**src/rtl/fbf_pkg.sv**
```systemverilog
// Shared types, widths, register codes and the quarter-wave cosine table
// for the Fourier basis feature block. No dependencies.
package fbf_pkg;

  localparam int MAX_VARS        = 3;
  localparam int MAX_ORDER       = 3;
  localparam int SCALE_FRAC_BITS = 16;

  localparam int VAL_W      = 16;                   // Q8.8 inputs and bounds
  localparam int ORDER_W    = 2;
  localparam int VCNT_W     = 2;
  localparam int SCALED_W   = SCALE_FRAC_BITS + 1;  // normalized value and phase
  localparam int LERP_BITS  = SCALE_FRAC_BITS - 6;
  localparam int COS_W      = 15;                   // cosine magnitude
  localparam int FEAT_W     = 16;
  localparam int TERM_W     = 6;
  localparam int DIV_STEPS  = SCALE_FRAC_BITS + 1;
  localparam int DIV_CNT_W  = $clog2(DIV_STEPS + 1);
  localparam int CFG_IDX_W  = 4;
  localparam int CFG_DATA_W = 16;

  localparam logic [ORDER_W-1:0]     ORDER_RST = ORDER_W'(1);
  localparam logic [VCNT_W-1:0]      VCNT_RST  = VCNT_W'(3);
  localparam logic signed [VAL_W-1:0] LOW_RST  = '0;
  localparam logic signed [VAL_W-1:0] HIGH_RST = VAL_W'(256);

  typedef enum logic [CFG_IDX_W-1:0] {
    REG_BASIS_ORDER = 4'd0,
    REG_VAR_COUNT   = 4'd1,
    REG_LOW_0       = 4'd2,
    REG_HIGH_0      = 4'd3,
    REG_LOW_1       = 4'd4,
    REG_HIGH_1      = 4'd5,
    REG_LOW_2       = 4'd6,
    REG_HIGH_2      = 4'd7
  } cfg_reg_t;

  typedef struct packed {
    logic signed [VAL_W-1:0] var_value_0;
    logic signed [VAL_W-1:0] var_value_1;
    logic signed [VAL_W-1:0] var_value_2;
  } in_word_t;

  typedef struct packed {
    logic [TERM_W-1:0]        term_index;
    logic signed [FEAT_W-1:0] feature_value;
    logic                     range_error;
    logic                     last_term;
  } out_word_t;

  // round(16384*cos(k*pi/64)), k = 0..32
  function automatic logic [COS_W-1:0] cos_tab(input logic [5:0] k);
    logic [COS_W-1:0] v;
    case (k)
      6'd0:  v = 15'd16384;
      6'd1:  v = 15'd16364;
      6'd2:  v = 15'd16305;
      6'd3:  v = 15'd16207;
      6'd4:  v = 15'd16069;
      6'd5:  v = 15'd15893;
      6'd6:  v = 15'd15679;
      6'd7:  v = 15'd15426;
      6'd8:  v = 15'd15137;
      6'd9:  v = 15'd14811;
      6'd10: v = 15'd14449;
      6'd11: v = 15'd14053;
      6'd12: v = 15'd13623;
      6'd13: v = 15'd13160;
      6'd14: v = 15'd12665;
      6'd15: v = 15'd12140;
      6'd16: v = 15'd11585;
      6'd17: v = 15'd11003;
      6'd18: v = 15'd10394;
      6'd19: v = 15'd9760;
      6'd20: v = 15'd9102;
      6'd21: v = 15'd8423;
      6'd22: v = 15'd7723;
      6'd23: v = 15'd7005;
      6'd24: v = 15'd6270;
      6'd25: v = 15'd5520;
      6'd26: v = 15'd4756;
      6'd27: v = 15'd3981;
      6'd28: v = 15'd3196;
      6'd29: v = 15'd2404;
      6'd30: v = 15'd1606;
      6'd31: v = 15'd804;
      default: v = '0;
    endcase
    return v;
  endfunction

endpackage

```
**src/rtl/fbf_div.sv**
```systemverilog
// Shared restoring divider: floor((dividend << SCALE_FRAC_BITS) / divisor),
// one quotient bit per cycle, for dividend <= divisor. Uses fbf_pkg.
module fbf_div (
  input  logic                                 clk,
  input  logic                                 rst_n,
  input  logic                                 start,
  input  logic [fbf_pkg::VAL_W-1:0]            dividend,
  input  logic [fbf_pkg::VAL_W-1:0]            divisor,
  output logic                                 done,
  output logic [fbf_pkg::SCALED_W-1:0]         quotient
);

  logic                              busy_r, busy_nxt;
  logic                              done_r, done_nxt;
  logic [fbf_pkg::DIV_CNT_W-1:0]     cnt_r, cnt_nxt;
  logic [fbf_pkg::VAL_W:0]           rem_r, rem_nxt;
  logic [fbf_pkg::VAL_W-1:0]         dvs_r, dvs_nxt;
  logic [fbf_pkg::SCALED_W-1:0]      quo_r, quo_nxt;
  logic [fbf_pkg::VAL_W:0]           rem_sub;
  logic                              ge;

  assign rem_sub = rem_r - {1'b0, dvs_r};
  assign ge      = rem_r >= {1'b0, dvs_r};

  always_comb begin
    busy_nxt = busy_r;
    done_nxt = 1'b0;
    cnt_nxt  = cnt_r;
    rem_nxt  = rem_r;
    dvs_nxt  = dvs_r;
    quo_nxt  = quo_r;
    if (start) begin
      busy_nxt = 1'b1;
      cnt_nxt  = fbf_pkg::DIV_CNT_W'(fbf_pkg::DIV_STEPS);
      rem_nxt  = {1'b0, dividend};
      dvs_nxt  = divisor;
    end else if (busy_r) begin
      quo_nxt = {quo_r[fbf_pkg::SCALED_W-2:0], ge};
      rem_nxt = ge ? {rem_sub[fbf_pkg::VAL_W-1:0], 1'b0} : {rem_r[fbf_pkg::VAL_W-1:0], 1'b0};
      cnt_nxt = cnt_r - fbf_pkg::DIV_CNT_W'(1);
      if (cnt_r == fbf_pkg::DIV_CNT_W'(1)) begin
        busy_nxt = 1'b0;
        done_nxt = 1'b1;
      end
    end
  end

  always_ff @(posedge clk) begin
    if (!rst_n) begin
      busy_r <= 1'b0;
      done_r <= 1'b0;
      cnt_r  <= '0;
    end else begin
      busy_r <= busy_nxt;
      done_r <= done_nxt;
      cnt_r  <= cnt_nxt;
    end
  end

  always_ff @(posedge clk) begin
    rem_r <= rem_nxt;
    dvs_r <= dvs_nxt;
    quo_r <= quo_nxt;
  end

  assign done     = done_r;
  assign quotient = quo_r;

endmodule

```
**src/rtl/fbf_cos.sv**
```systemverilog
// Cosine of a phase in half-turns: quadrant fold, quarter-wave table and
// truncated linear interpolation, Q1.14 result. Uses fbf_pkg.
module fbf_cos (
  input  logic [fbf_pkg::SCALED_W-1:0]       phase,
  output logic signed [fbf_pkg::FEAT_W-1:0]  feature
);

  localparam int QW = fbf_pkg::SCALE_FRAC_BITS;

  logic [1:0]                              quad;
  logic [QW-1:0]                           q;
  logic [QW-1:0]                           a;
  logic [5:0]                              idx;
  logic [fbf_pkg::LERP_BITS-1:0]           frac;
  logic [fbf_pkg::COS_W-1:0]               hi, lo, diff, mag;
  logic [fbf_pkg::COS_W+fbf_pkg::LERP_BITS-1:0] prod;

  always_comb begin
    quad = phase[fbf_pkg::SCALED_W-1 -: 2];
    q    = {1'b0, phase[QW-2:0]};
    a    = quad[0] ? ((QW'(1) << (QW - 1)) - q) : q;
    idx  = a[QW-1:fbf_pkg::LERP_BITS];
    frac = a[fbf_pkg::LERP_BITS-1:0];
    hi   = fbf_pkg::cos_tab(idx);
    lo   = fbf_pkg::cos_tab(idx + 6'd1);
    diff = hi - lo;
    prod = (fbf_pkg::COS_W + fbf_pkg::LERP_BITS)'(diff)
         * (fbf_pkg::COS_W + fbf_pkg::LERP_BITS)'(frac);
    mag  = a[QW-1] ? '0 : (hi - prod[fbf_pkg::LERP_BITS +: fbf_pkg::COS_W]);
    feature = (quad[1] ^ quad[0]) ? -fbf_pkg::FEAT_W'(mag) : fbf_pkg::FEAT_W'(mag);
  end

endmodule

```
**src/rtl/fourier_basis_features_top.sv**
```systemverilog
// Fourier basis feature expansion: config registers, sequencer, term pipeline.
// Uses fbf_pkg, fbf_div, fbf_cos.
// Each variable in use gets a bound check, then a 17-step divide on the single shared
//   divider. A new input word is accepted only while the sequencer is idle, after the
//   last term of the previous word is pushed. A bound failure on any variable ends
//   the word with one error word instead of its terms.
// Reset: synchronous active-low; registers return to order 1, 3 variables,
//   bounds [0, 1.0]; sequencer idle, output empty.
module fourier_basis_features_top (
  input  logic                               clk,
  input  logic                               rst_n,
  input  logic                               in_valid,
  output logic                               in_ready,
  input  fbf_pkg::in_word_t                  in_data,
  output logic                               out_valid,
  input  logic                               out_ready,
  output fbf_pkg::out_word_t                 out_data,
  input  logic                               cfg_valid,
  output logic                               cfg_ready,
  input  logic [fbf_pkg::CFG_IDX_W-1:0]      cfg_index,
  input  logic [fbf_pkg::CFG_DATA_W-1:0]     cfg_data
);

  typedef enum logic [4:0] {
    S_IDLE  = 5'b00001,
    S_CHECK = 5'b00010,
    S_DIV   = 5'b00100,
    S_TERMS = 5'b01000,
    S_ERR   = 5'b10000
  } state_t;

  typedef struct packed {
    logic [fbf_pkg::SCALED_W-1:0] phase;
    logic [fbf_pkg::TERM_W-1:0]   term;
    logic                         last;
    logic                         err;
  } term_stage_t;

  // config registers
  logic [fbf_pkg::ORDER_W-1:0]       order_r;
  logic [fbf_pkg::VCNT_W-1:0]        vcount_r;
  logic signed [fbf_pkg::VAL_W-1:0]  low_r  [fbf_pkg::MAX_VARS];
  logic signed [fbf_pkg::VAL_W-1:0]  high_r [fbf_pkg::MAX_VARS];

  // sequencer
  state_t                            state_r, state_nxt;
  logic [1:0]                        j_r, j_nxt;
  logic [fbf_pkg::ORDER_W-1:0]       digit_r [fbf_pkg::MAX_VARS];
  logic [fbf_pkg::ORDER_W-1:0]       digit_nxt [fbf_pkg::MAX_VARS];
  logic [fbf_pkg::ORDER_W-1:0]       odo_next [fbf_pkg::MAX_VARS];
  logic                              odo_wrap;
  logic [fbf_pkg::TERM_W-1:0]        term_r, term_nxt;
  logic [fbf_pkg::SCALED_W-1:0]      scaled_r [fbf_pkg::MAX_VARS];
  fbf_pkg::in_word_t                 in_r;
  logic signed [fbf_pkg::VAL_W-1:0]  vals [fbf_pkg::MAX_VARS];
  logic [fbf_pkg::VCNT_W-1:0]        nv, last_var;
  logic signed [fbf_pkg::VAL_W-1:0]  cur_v, cur_lo, cur_hi;
  logic signed [fbf_pkg::VAL_W:0]    num_diff, span_diff;
  logic                              range_bad;
  logic [fbf_pkg::SCALED_W-1:0]      phase_sum;
  logic [fbf_pkg::SCALED_W+1:0]      prod;

  // divider
  logic                              div_start, div_done;
  logic [fbf_pkg::SCALED_W-1:0]      div_quot;

  // term pipeline
  logic                              push;
  term_stage_t                       push_word;
  logic                              s1_valid_r;
  term_stage_t                       s1_r;
  logic                              out_valid_r;
  fbf_pkg::out_word_t                out_r;
  logic                              out_free, s_en;
  logic signed [fbf_pkg::FEAT_W-1:0] cos_val;

  assign cfg_ready = 1'b1;

  always_ff @(posedge clk) begin
    if (!rst_n) begin
      order_r  <= fbf_pkg::ORDER_RST;
      vcount_r <= fbf_pkg::VCNT_RST;
      for (int k = 0; k < fbf_pkg::MAX_VARS; k++) begin
        low_r[k]  <= fbf_pkg::LOW_RST;
        high_r[k] <= fbf_pkg::HIGH_RST;
      end
    end else if (cfg_valid) begin
      case (cfg_index)
        fbf_pkg::REG_BASIS_ORDER: order_r   <= cfg_data[fbf_pkg::ORDER_W-1:0];
        fbf_pkg::REG_VAR_COUNT:   vcount_r  <= cfg_data[fbf_pkg::VCNT_W-1:0];
        fbf_pkg::REG_LOW_0:       low_r[0]  <= cfg_data;
        fbf_pkg::REG_HIGH_0:      high_r[0] <= cfg_data;
        fbf_pkg::REG_LOW_1:       low_r[1]  <= cfg_data;
        fbf_pkg::REG_HIGH_1:      high_r[1] <= cfg_data;
        fbf_pkg::REG_LOW_2:       low_r[2]  <= cfg_data;
        fbf_pkg::REG_HIGH_2:      high_r[2] <= cfg_data;
        default: ;
      endcase
    end
  end

  assign nv       = (vcount_r == '0) ? fbf_pkg::VCNT_W'(1) : vcount_r;
  assign last_var = nv - fbf_pkg::VCNT_W'(1);

  assign vals[0] = in_r.var_value_0;
  assign vals[1] = in_r.var_value_1;
  assign vals[2] = in_r.var_value_2;

  assign cur_v     = vals[j_r];
  assign cur_lo    = low_r[j_r];
  assign cur_hi    = high_r[j_r];
  assign num_diff  = (fbf_pkg::VAL_W + 1)'(cur_v) - (fbf_pkg::VAL_W + 1)'(cur_lo);
  assign span_diff = (fbf_pkg::VAL_W + 1)'(cur_hi) - (fbf_pkg::VAL_W + 1)'(cur_lo);
  assign range_bad = (cur_v < cur_lo) || (cur_v > cur_hi) || (cur_hi == cur_lo);

  fbf_div u_div (
    .clk      (clk),
    .rst_n    (rst_n),
    .start    (div_start),
    .dividend (num_diff[fbf_pkg::VAL_W-1:0]),
    .divisor  (span_diff[fbf_pkg::VAL_W-1:0]),
    .done     (div_done),
    .quotient (div_quot)
  );

  // phase = sum c_j * x_j, modulo two half-turns
  always_comb begin
    phase_sum = '0;
    prod      = '0;
    for (int k = 0; k < fbf_pkg::MAX_VARS; k++) begin
      prod      = (fbf_pkg::SCALED_W + 2)'(digit_r[k]) * (fbf_pkg::SCALED_W + 2)'(scaled_r[k]);
      phase_sum = phase_sum + prod[fbf_pkg::SCALED_W-1:0];
    end
  end

  // odometer, last variable fastest
  always_comb begin
    odo_wrap = 1'b1;
    for (int k = 0; k < fbf_pkg::MAX_VARS; k++) begin
      odo_next[k] = digit_r[k];
    end
    for (int k = fbf_pkg::MAX_VARS - 1; k >= 0; k--) begin
      if ((fbf_pkg::VCNT_W'(k) < nv) && odo_wrap) begin
        if (digit_r[k] == order_r) begin
          odo_next[k] = '0;
        end else begin
          odo_next[k] = digit_r[k] + fbf_pkg::ORDER_W'(1);
          odo_wrap    = 1'b0;
        end
      end
    end
  end

  assign out_free = !out_valid_r || out_ready;
  assign s_en     = !s1_valid_r || out_free;
  assign in_ready = (state_r == S_IDLE);

  always_comb begin
    state_nxt = state_r;
    j_nxt     = j_r;
    term_nxt  = term_r;
    div_start = 1'b0;
    push      = 1'b0;
    push_word = '0;
    for (int k = 0; k < fbf_pkg::MAX_VARS; k++) begin
      digit_nxt[k] = digit_r[k];
    end
    case (state_r)
      S_IDLE: begin
        if (in_valid) begin
          j_nxt     = '0;
          state_nxt = S_CHECK;
        end
      end
      S_CHECK: begin
        if (range_bad) begin
          state_nxt = S_ERR;
        end else begin
          div_start = 1'b1;
          state_nxt = S_DIV;
        end
      end
      S_DIV: begin
        if (div_done) begin
          if (j_r == last_var) begin
            state_nxt = S_TERMS;
          end else begin
            j_nxt     = j_r + 2'd1;
            state_nxt = S_CHECK;
          end
        end
      end
      S_TERMS: begin
        if (s_en) begin
          push            = 1'b1;
          push_word.phase = phase_sum;
          push_word.term  = term_r;
          push_word.last  = odo_wrap;
          for (int k = 0; k < fbf_pkg::MAX_VARS; k++) begin
            digit_nxt[k] = odo_next[k];
          end
          if (odo_wrap) begin
            term_nxt  = '0;
            state_nxt = S_IDLE;
          end else begin
            term_nxt = term_r + fbf_pkg::TERM_W'(1);
          end
        end
      end
      S_ERR: begin
        if (s_en) begin
          push           = 1'b1;
          push_word.last = 1'b1;
          push_word.err  = 1'b1;
          state_nxt      = S_IDLE;
        end
      end
      default: state_nxt = S_IDLE;
    endcase
  end

  always_ff @(posedge clk) begin
    if (!rst_n) begin
      state_r <= S_IDLE;
      j_r     <= '0;
      term_r  <= '0;
      for (int k = 0; k < fbf_pkg::MAX_VARS; k++) begin
        digit_r[k]  <= '0;
        scaled_r[k] <= '0;
      end
    end else begin
      state_r <= state_nxt;
      j_r     <= j_nxt;
      term_r  <= term_nxt;
      for (int k = 0; k < fbf_pkg::MAX_VARS; k++) begin
        digit_r[k] <= digit_nxt[k];
      end
      if (state_r == S_DIV && div_done) begin
        scaled_r[j_r] <= div_quot;
      end
    end
  end

  always_ff @(posedge clk) begin
    if (in_valid && in_ready) begin
      in_r <= in_data;
    end
  end

  fbf_cos u_cos (
    .phase   (s1_r.phase),
    .feature (cos_val)
  );

  always_ff @(posedge clk) begin
    if (!rst_n) begin
      s1_valid_r  <= 1'b0;
      out_valid_r <= 1'b0;
    end else begin
      if (s_en) begin
        s1_valid_r <= push;
      end
      if (out_free) begin
        out_valid_r <= s1_valid_r;
      end
    end
  end

  always_ff @(posedge clk) begin
    if (s_en) begin
      s1_r <= push_word;
    end
    if (out_free) begin
      out_r.term_index    <= s1_r.term;
      out_r.feature_value <= s1_r.err ? '0 : cos_val;
      out_r.range_error   <= s1_r.err;
      out_r.last_term     <= s1_r.last;
    end
  end

  assign out_valid = out_valid_r;
  assign out_data  = out_r;

  a_err_word: assert property (@(posedge clk) disable iff (!rst_n)
    out_valid && out_data.range_error |->
      out_data.last_term && out_data.term_index == '0 && out_data.feature_value == '0)
    else $error("error word malformed");

  a_div_done_state: assert property (@(posedge clk) disable iff (!rst_n)
    div_done |-> state_r == S_DIV)
    else $error("divider finished outside divide state");

  a_feature_range: assert property (@(posedge clk) disable iff (!rst_n)
    out_valid |-> out_data.feature_value >= -16'sd16384 && out_data.feature_value <= 16'sd16384)
    else $error("feature out of Q1.14 range");

  a_ready_after_run: assert property (@(posedge clk) disable iff (!rst_n)
    state_r == S_TERMS && push && odo_wrap |=> in_ready && term_r == '0)
    else $error("sequencer not idle after last term");

endmodule

```
**config.mk**
```make
export PLATFORM = sky130hd
export DESIGN_NAME = fourier_basis_features_top
export DESIGN_NICKNAME = d
export VERILOG_FILES = /design/src/rtl/fbf_pkg.sv /design/src/rtl/fbf_div.sv /design/src/rtl/fbf_cos.sv /design/src/rtl/fourier_basis_features_top.sv
export SDC_FILE = /design/constraint.sdc
export NUM_CORES = 1
export LEC_CHECK = 0
export BUFFER_PORTS_ARGS = -buffer_cell sky130_fd_sc_hd__buf_2
export CORE_MARGIN = 2
export CORE_UTILIZATION = 30
export DETAILED_ROUTE_END_ITERATION = 6
export PLACE_DENSITY = 0.5
export SLEW_MARGIN = 20
export SYNTH_ARGS = -nofsm -noshare
export SYNTH_HDL_FRONTEND = slang
export SYNTH_HIERARCHICAL = 1
export SYNTH_SLANG_ARGS = --single-unit
```
**constraint.sdc**
```tcl
create_clock -name clk -period 19.95 [get_ports clk]
set_input_delay 2.9925 -clock clk [delete_from_list [all_inputs] [get_ports clk]]
set_output_delay 2.9925 -clock clk [all_outputs]
set_load 0.005 [all_outputs]
```
* After elaboration in Yosys (flattened, before gate mapping)
Memories as Yosys holds them, arrays and structs flattened. A register that Yosys moved wholly into a read port is not among the register bits.
Index checks and enable logic that the tools add are counted.
** Cells by class
- $add $sub $neg :: 17
- Multiply operators :: 4
- Order comparisons :: 7
- Equality and inequality tests :: 24
- Multiplexer cells :: 95
- Bitwise logic cells :: 15
- Reductions and logical operators :: 25
** Operators by type and width (count)
- 2-to-1 mux 16 bit :: 11
- 2-to-1 mux 15 bit :: 4
- multiplier 2 x 17 -> 17 bit :: 3
- subtractor 16 bit :: 3
- 2-to-1 mux 1 bit :: 44
- 2-to-1 mux 5 bit :: 8
- 2-to-1 mux 2 bit :: 18
- adder 17 bit :: 2
- 2-to-1 mux 17 bit :: 2
- binary-select mux 16 bit (select 2 bit) :: 1
- subtractor 15 bit :: 2
- multiplier 15 x 10 -> 25 bit :: 1
- case mux 5 bit (5 select lines) :: 1
- 2-to-1 mux 6 bit :: 3
- >= comparator 17 x 16 -> 1 bit :: 1
- OR reduction 17 bit :: 1
- equality test 16 bit :: 1
- equality test 4 x 3 -> 1 bit, second input constant :: 4
- > comparator 16 bit :: 1
- < comparator 16 bit :: 1
- negator 15 -> 16 bit :: 1
- subtractor 16 x 15 -> 16 bit, first input constant :: 1
- adder 6 x 1 -> 6 bit, second input constant :: 2
- equality test 5 x 1 -> 1 bit, second input constant :: 2
- 33 further kinds :: 69
** Storage, ports and cells
- Register bits :: 173
- RAM bits :: 153
- ROM bits :: 960
- Input bits :: 73
- Output and inout bits :: 27
- Word-level logic and storage cells :: 220
- Memories :: 6
** Memories
- (name not given) :: words 32, width 15, read ports 1, clocked after Yosys merged registers in 0, write ports 0, RTL line fbf_pkg.sv:54 : case (k)
- (name not given) :: words 32, width 15, read ports 1, clocked after Yosys merged registers in 0, write ports 0, RTL line fbf_pkg.sv:54
- scaled_r :: words 3, width 17, read ports 3, clocked after Yosys merged registers in 0, write ports 3, RTL line fourier_basis_features_top.sv:53 : logic [fbf_pkg::SCALED_W-1:0] scaled_r [fbf_pkg::MAX_VARS];
- high_r :: words 3, width 16, read ports 1, clocked after Yosys merged registers in 1, write ports 3, RTL line fourier_basis_features_top.sv:43 : logic signed [fbf_pkg::VAL_W-1:0] high_r [fbf_pkg::MAX_VARS];
- low_r :: words 3, width 16, read ports 1, clocked after Yosys merged registers in 1, write ports 3, RTL line fourier_basis_features_top.sv:42 : logic signed [fbf_pkg::VAL_W-1:0] low_r [fbf_pkg::MAX_VARS];
- digit_r :: words 3, width 2, read ports 3, clocked after Yosys merged registers in 0, write ports 3, RTL line fourier_basis_features_top.sv:48 : logic [fbf_pkg::ORDER_W-1:0] digit_r [fbf_pkg::MAX_VARS];

* Depth between registers and ports, before layout
- Depth in word-level cells :: 11
- Mapped depth :: 56
- Mapped depth without buffers :: 53

* Hierarchy
Netlist, hierarchy kept.
** By module, submodules not included
- fourier_basis_features_top :: instances 1, cells an instance 1319, area an instance 15293.4 µm², seq. area each 7867.5 µm²
- fbf_cos :: instances 1, cells an instance 1086, area an instance 8172.8 µm², seq. area each 0.0 µm²
- fbf_div :: instances 1, cells an instance 281, area an instance 3106.7 µm², seq. area each 1631.6 µm²

* Worst setup path before layout
Ideal clock, no wire load.
- Path type :: reg-to-reg
- From :: reg s1_r[8] (netlist name)
- To :: reg out_r (netlist bit out_data[17]), data pin
- Setup time :: 0.266 ns
- Arrival time :: 12.656 ns
- Data required time :: 19.684 ns
- Path slack :: 7.028 ns
- Stages on the path, launching flop included :: 53
- Path buffers :: 4
- Clock period less this slack :: 12.922 ns
- Path through :: edfxtp_1 clkbuf_1 inv_1 ha_1 or4b_1 o31ai_1 xnor2_1 clkbuf_1 clkbuf_1 ha_1 inv_1 nor3_1 xnor2_1 clkbuf_1 a311oi_1 a211oi_1 ha_1 inv_1 [... 17 more ...] a2111oi_0 o21a_1 o31ai_1 o21ai_0 a21boi_0 o21a_1 o21a_1 or2_2 ha_1 or2_2 a21oi_1 a21oi_1 a21o_1 a21oi_1 xnor3_1 nand2_1 a41oi_1 nor2b_1
** Between the ends
- Word-level cells in the longest chain between the ends :: 10
- Elaborated cells between the ends (all ways) :: 12
- Those cells by class :: add/sub (5); mul (1); mux (4); memory (2)
** RTL lines
- start, declared :: RTL line fourier_basis_features_top.sv:71 : term_stage_t s1_r;
- start signal, assigned :: RTL line fourier_basis_features_top.sv:271 : s1_r <= push_word;
- subtractor 16 x 15 -> 16 bit :: RTL line fbf_cos.sv:21 : a = quad[0] ? ((QW'(1) << (QW - 1)) - q) : q;
- 2-to-1 mux 16 bit (*) :: RTL line fbf_cos.sv:21
- adder 6 x 1 -> 6 bit :: RTL line fbf_cos.sv:25 : lo = fbf_pkg::cos_tab(idx + 6'd1);
- memory (32 x 15 bit)
- 2-to-1 mux 15 bit :: RTL line fbf_pkg.sv:54
- subtractor 15 bit :: RTL line fbf_cos.sv:26 : diff = hi - lo;
- multiplier 15 x 10 -> 25 bit :: RTL line fbf_cos.sv:28 : * (fbf_pkg::COS_W + fbf_pkg::LERP_BITS)'(frac);
- subtractor 15 bit :: RTL line fbf_cos.sv:29 : mag = a[QW-1] ? '0 : (hi - prod[fbf_pkg::LERP_BITS +: fbf_pkg::COS_W]);
- 2-to-1 mux 15 bit (*) :: RTL line fbf_cos.sv:29
- negator 15 -> 16 bit (*) :: RTL line fbf_cos.sv:30 : feature = (quad[1] ^ quad[0]) ? -fbf_pkg::FEAT_W'(mag) : fbf_pkg::FEAT_W'(mag);
- end, declared :: RTL line fourier_basis_features_top.sv:73 : fbf_pkg::out_word_t out_r;
Mark *: on every way between the ends. The rest lies on a longest branch, timed or not.
A chain may end at the register's enable or synchronous reset.

* Final worst setup path
Ends and elaborated chain as after synthesis.

==> flow_metrics.py <==
metrics = {
    "outcome": {
        "status": "complete, no violations",
    },
    "pwr": {
        "powerDensity_nw_per_um2": 57.8,
        "p_clk_share_pct": 40.5,
        "ir_worst_vdd_mv": 0.0654,
        "swShare_pct": 26.2,
        "p_int_mw": 1.27,
        "switching_power_mw": 0.449,
        "combPwrFrac_pct": 12.5,
        "p_seq_share_pct": 47.0,
        "p_leak_nw": 12.4,
    },
    "floorplan": {
        "ioPinCount": 100,
        "num_rows": 109,
        "die_w_microns": 302,
        "coreArea_sq_um": 88100,
        "die-area_sq_um": 91000,
        "start_util_pct": 30.2,
        "die_y_microns": 302,
    },
    "clocking": {
        "cts_root_buffer": "clkbuf_16",
        "h-tree-depth": 2,
        "cts_hold_buf": 0,
        "clkSinkCount": 328,
        "cts_tree": "built",
        "cts_buffers": 39,
        "clk_latency_ps": 580,
        "cts_resized": 0,
        "path_clk_slew_ps": 60,
        "post_cts_buffers": 0,
        "cts_buffer_depth": 3,
    },
    "logic_synthesis": {
        "synth_most_common_cell": "edfxtp_1",
        "yosys_warnings": 6,
        "synth.top_cells.by_area": "edfxtp_1, fa_1, ha_1",
        "synth.top_cell.area_share_pct": 33.1,
        "syn_nets": 3114,
        "ys_seq_area_share_pct": 35.7,
        "yosysUniqueCellTypes": 86,
        "synth_edf_count": 293,
        "avgSynthCellArea_sq_um": 9.89,
        "synth_top_area_cell": "edfxtp_1",
        "mappedNetlistArea_sq_um": 26600,
        "syn-instance-count": 2686,
        "synthArstFlopShare_pct": 0,
        "synthTopCellsByCount": "edfxtp_1, inv_1, nor2_1",
        "ys_seq_elements": 328,
        "synth_ff_type": "edfxtp_1",
    },
    "placement": {
        "place.gp.congestion": 0.862,
        "dpl_cell_area_sq_um": 28400,
        "portBuffers": 98,
        "dp_slack_ps": 5850,
        "hpwlAfterDp_microns": 53300,
    },
    "grt": {
        "antenna_found_initial": 1,
        "grt_max_degree": 63,
        "grt-ovfl-total": 0,
        "grt_pass1_vias": 19300,
        "grt_pass1_wl_microns": 112000,
        "grt.total_usage_pct": 15.7,
    },
    "sta": {
        "setup_viol": 0,
        "fin_ws_ps": 5820,
        "whs_ps": 416,
        "max-slew-margin-rel_pct": 17.8,
        "finalMaxSlewViolations": 0,
        "finalSetupTns_ps": 0,
        "rsz0062_at_grt": "false",
        "period_needed_ps": 14130,
        "hold_viol_final": 0,
        "skew_ps": 30.0,
        "clock.fmax_mhz": 70.8,
        "post-route-period-util_pct": 70.8,
        "worst_pin_slew_ps": 1220,
    },
    "detailed_routing": {
        "drt_iter0_drc": 1165,
        "vias": 19600,
        "wl_per_cell_microns": 18.1,
        "wirelength_microns": 71300,
        "routed_via_density": 4.96,
        "wl_met2_microns": 33800,
        "wl_met3_microns": 2870,
        "drcViolationCount": 0,
        "highest_layer": "met5",
        "first_pass_iters": 6,
        "m1WireLength_microns": 33300,
        "ant_nets": 0,
    },
    "cells_and_area": {
        "design_area_sq_um": 29700,
        "syn2layout_area_growth_pct": 11.6,
        "drive_gt1_share_pct": 9.18,
        "nets": 3177,
    },
    "critical_path": {
        "worst-path-buf-inv": 7,
        "worstSetupStartpoint": "s1_r[8]$_SDFFCE_PN0N_",
        "worstSetupStartpointType": "flop",
        "crit_family": "compound AO/OA/AOI/OAI gates",
        "cp_max_fo": 26,
        "cp-end-kind": "flop",
        "cp.required_ps": 20250,
        "slowest_delay_ps": 670,
        "cp.depth": 49,
        "r2r-start": "s1_r[8]$_SDFFCE_PN0N_",
        "r2r_cells": 49,
        "worst_ep_arrival_time_ps": 14430,
        "critPathKind": "reg -> reg",
        "crit_path_top_delay_cell": "a2111oi_0",
    },
    "min_path": {
        "hold_start": "s1_r[3]$_SDFFCE_PN0N_",
        "hold_class": "reg -> reg",
        "whs_path_depth": 0,
    },
    "flow_run": {
        "drv_cap": 0,
    },
}
==> cell type report <==
type                       instances  area, sq um
fill                            9255        58400
multi-input combinational       2010        15800
sequential                       328         9500
tap                             1165         1460
clock buffer                      50         1020
inverter                         236          886
timing repair buffer             134          761
clock inverter                    21          194
antenna                            2         5.00
==> final timing paths <==
kind	endpoint	slack [ps]
setup / recovery	out_data[17]$_SDFFCE_PP0P_	5820
hold / removal	out_data[19]$_DFFE_PP_	420
setup reg to reg	out_data[17]$_SDFFCE_PP0P_	5820
hold reg to reg	out_data[19]$_DFFE_PP_	420
==> power groups by stage <==
stage	Clock (mW)	Combinational (mW)	Sequential, mW
after floorplan	0	0.150	0.816
after CTS	0.719	0.216	0.805
final	0.695	0.214	0.805
after detailed placement	0	0.215	0.820
after global placement	0	0.215	0.819
after global routing	0.746	0.239	0.809
==> worst reg2reg max path, delay by kind of cell, from the launching register on <==
| kind | cells | cell delay [ps] |
|---|---|---|
| AO/OA/AOI/OAI | 19 | 4360 |
| adder cells (fa/ha/maj) | 10 | 3950 |
| AND/OR/NAND/NOR | 9 | 2370 |
| XOR/XNOR | 4 | 1390 |
| buffers and inverters | 7 | 1200 |
| flip-flops | 1 | 590 |
==> registers in the layout (all words and copies together), names as in the netlist, 5 cells and up, named ones only <==
signal	count
scaled_r	51
high_r	48
in_r	48
low_r	48
s1_r	25
out_data	24
u_div/quotient	17
u_div/rem_r	17
u_div/dvs_r	16
digit_r	6
term_r	6
state_r	5
u_div/cnt_r	5
==> metrics by stage <==
step	power (mW)	utilization (%)	instances
after CTS	1.74	33.6	3944
after floorplan	0.967	-	2686
after global routing	1.79	33.7	3944
after detailed placement	1.03	32.3	3873
final	1.71	33.7	3946
after global placement	1.03	32.3	3873
==> kinds of logic (layout without fill, tap and decap cells) <==
logic type / after synthesis / in the layout / share of synthesized area [%]
buffers and inverters: 348 / 441 / 5.01
adders and majority gates: 355 / 355 / 21.4
muxes: 61 / 61 / 2.32
xor gates and xnor gates: 142 / 142 / 4.87
other: 1 / 3 / 0.0141
and+or+nand+nor: 923 / 923 / 17.2
AOI/OAI and AO/OA: 528 / 528 / 13.4
DFF: 328 / 328 / 35.7
==> per-layer routing <==
metal  up-vias  global-route usage (%)
met2       445                    26.0
met1      9505                    21.8
met4         2                    3.48
met5         -                       0
met3        73                    1.83
li1       9537                       -
==> placed cells by master, fill, tap and decap left out, types with 11 or more instances in the layout <==
cell type	n
edfxtp_1	293
inv_1	235
nand2_1	230
nor2_1	228
ha_1	189
fa_1	166
a21oi_1	137
and2_1	124
o21ai_0	106
buf_2	98
xnor2_1	72
and3_1	69
xor2_1	58
mux2i_1	56
nor2b_1	48
nor3_1	46
nand3_1	45
o21a_1	40
clkbuf_16	39
nand2b_1	37
buf_4	36
a21o_1	35
dfxtp_1	33
a211oi_1	28
o211ai_1	20
o31ai_1	19
or3_1	16
or2_2	15
a31oi_1	15
nand4_1	14
o22ai_1	11
o21ai_1	11
a2111oi_0	11
clkbuf_1	11
Note: power is estimated with default switching activity, not from simulation.
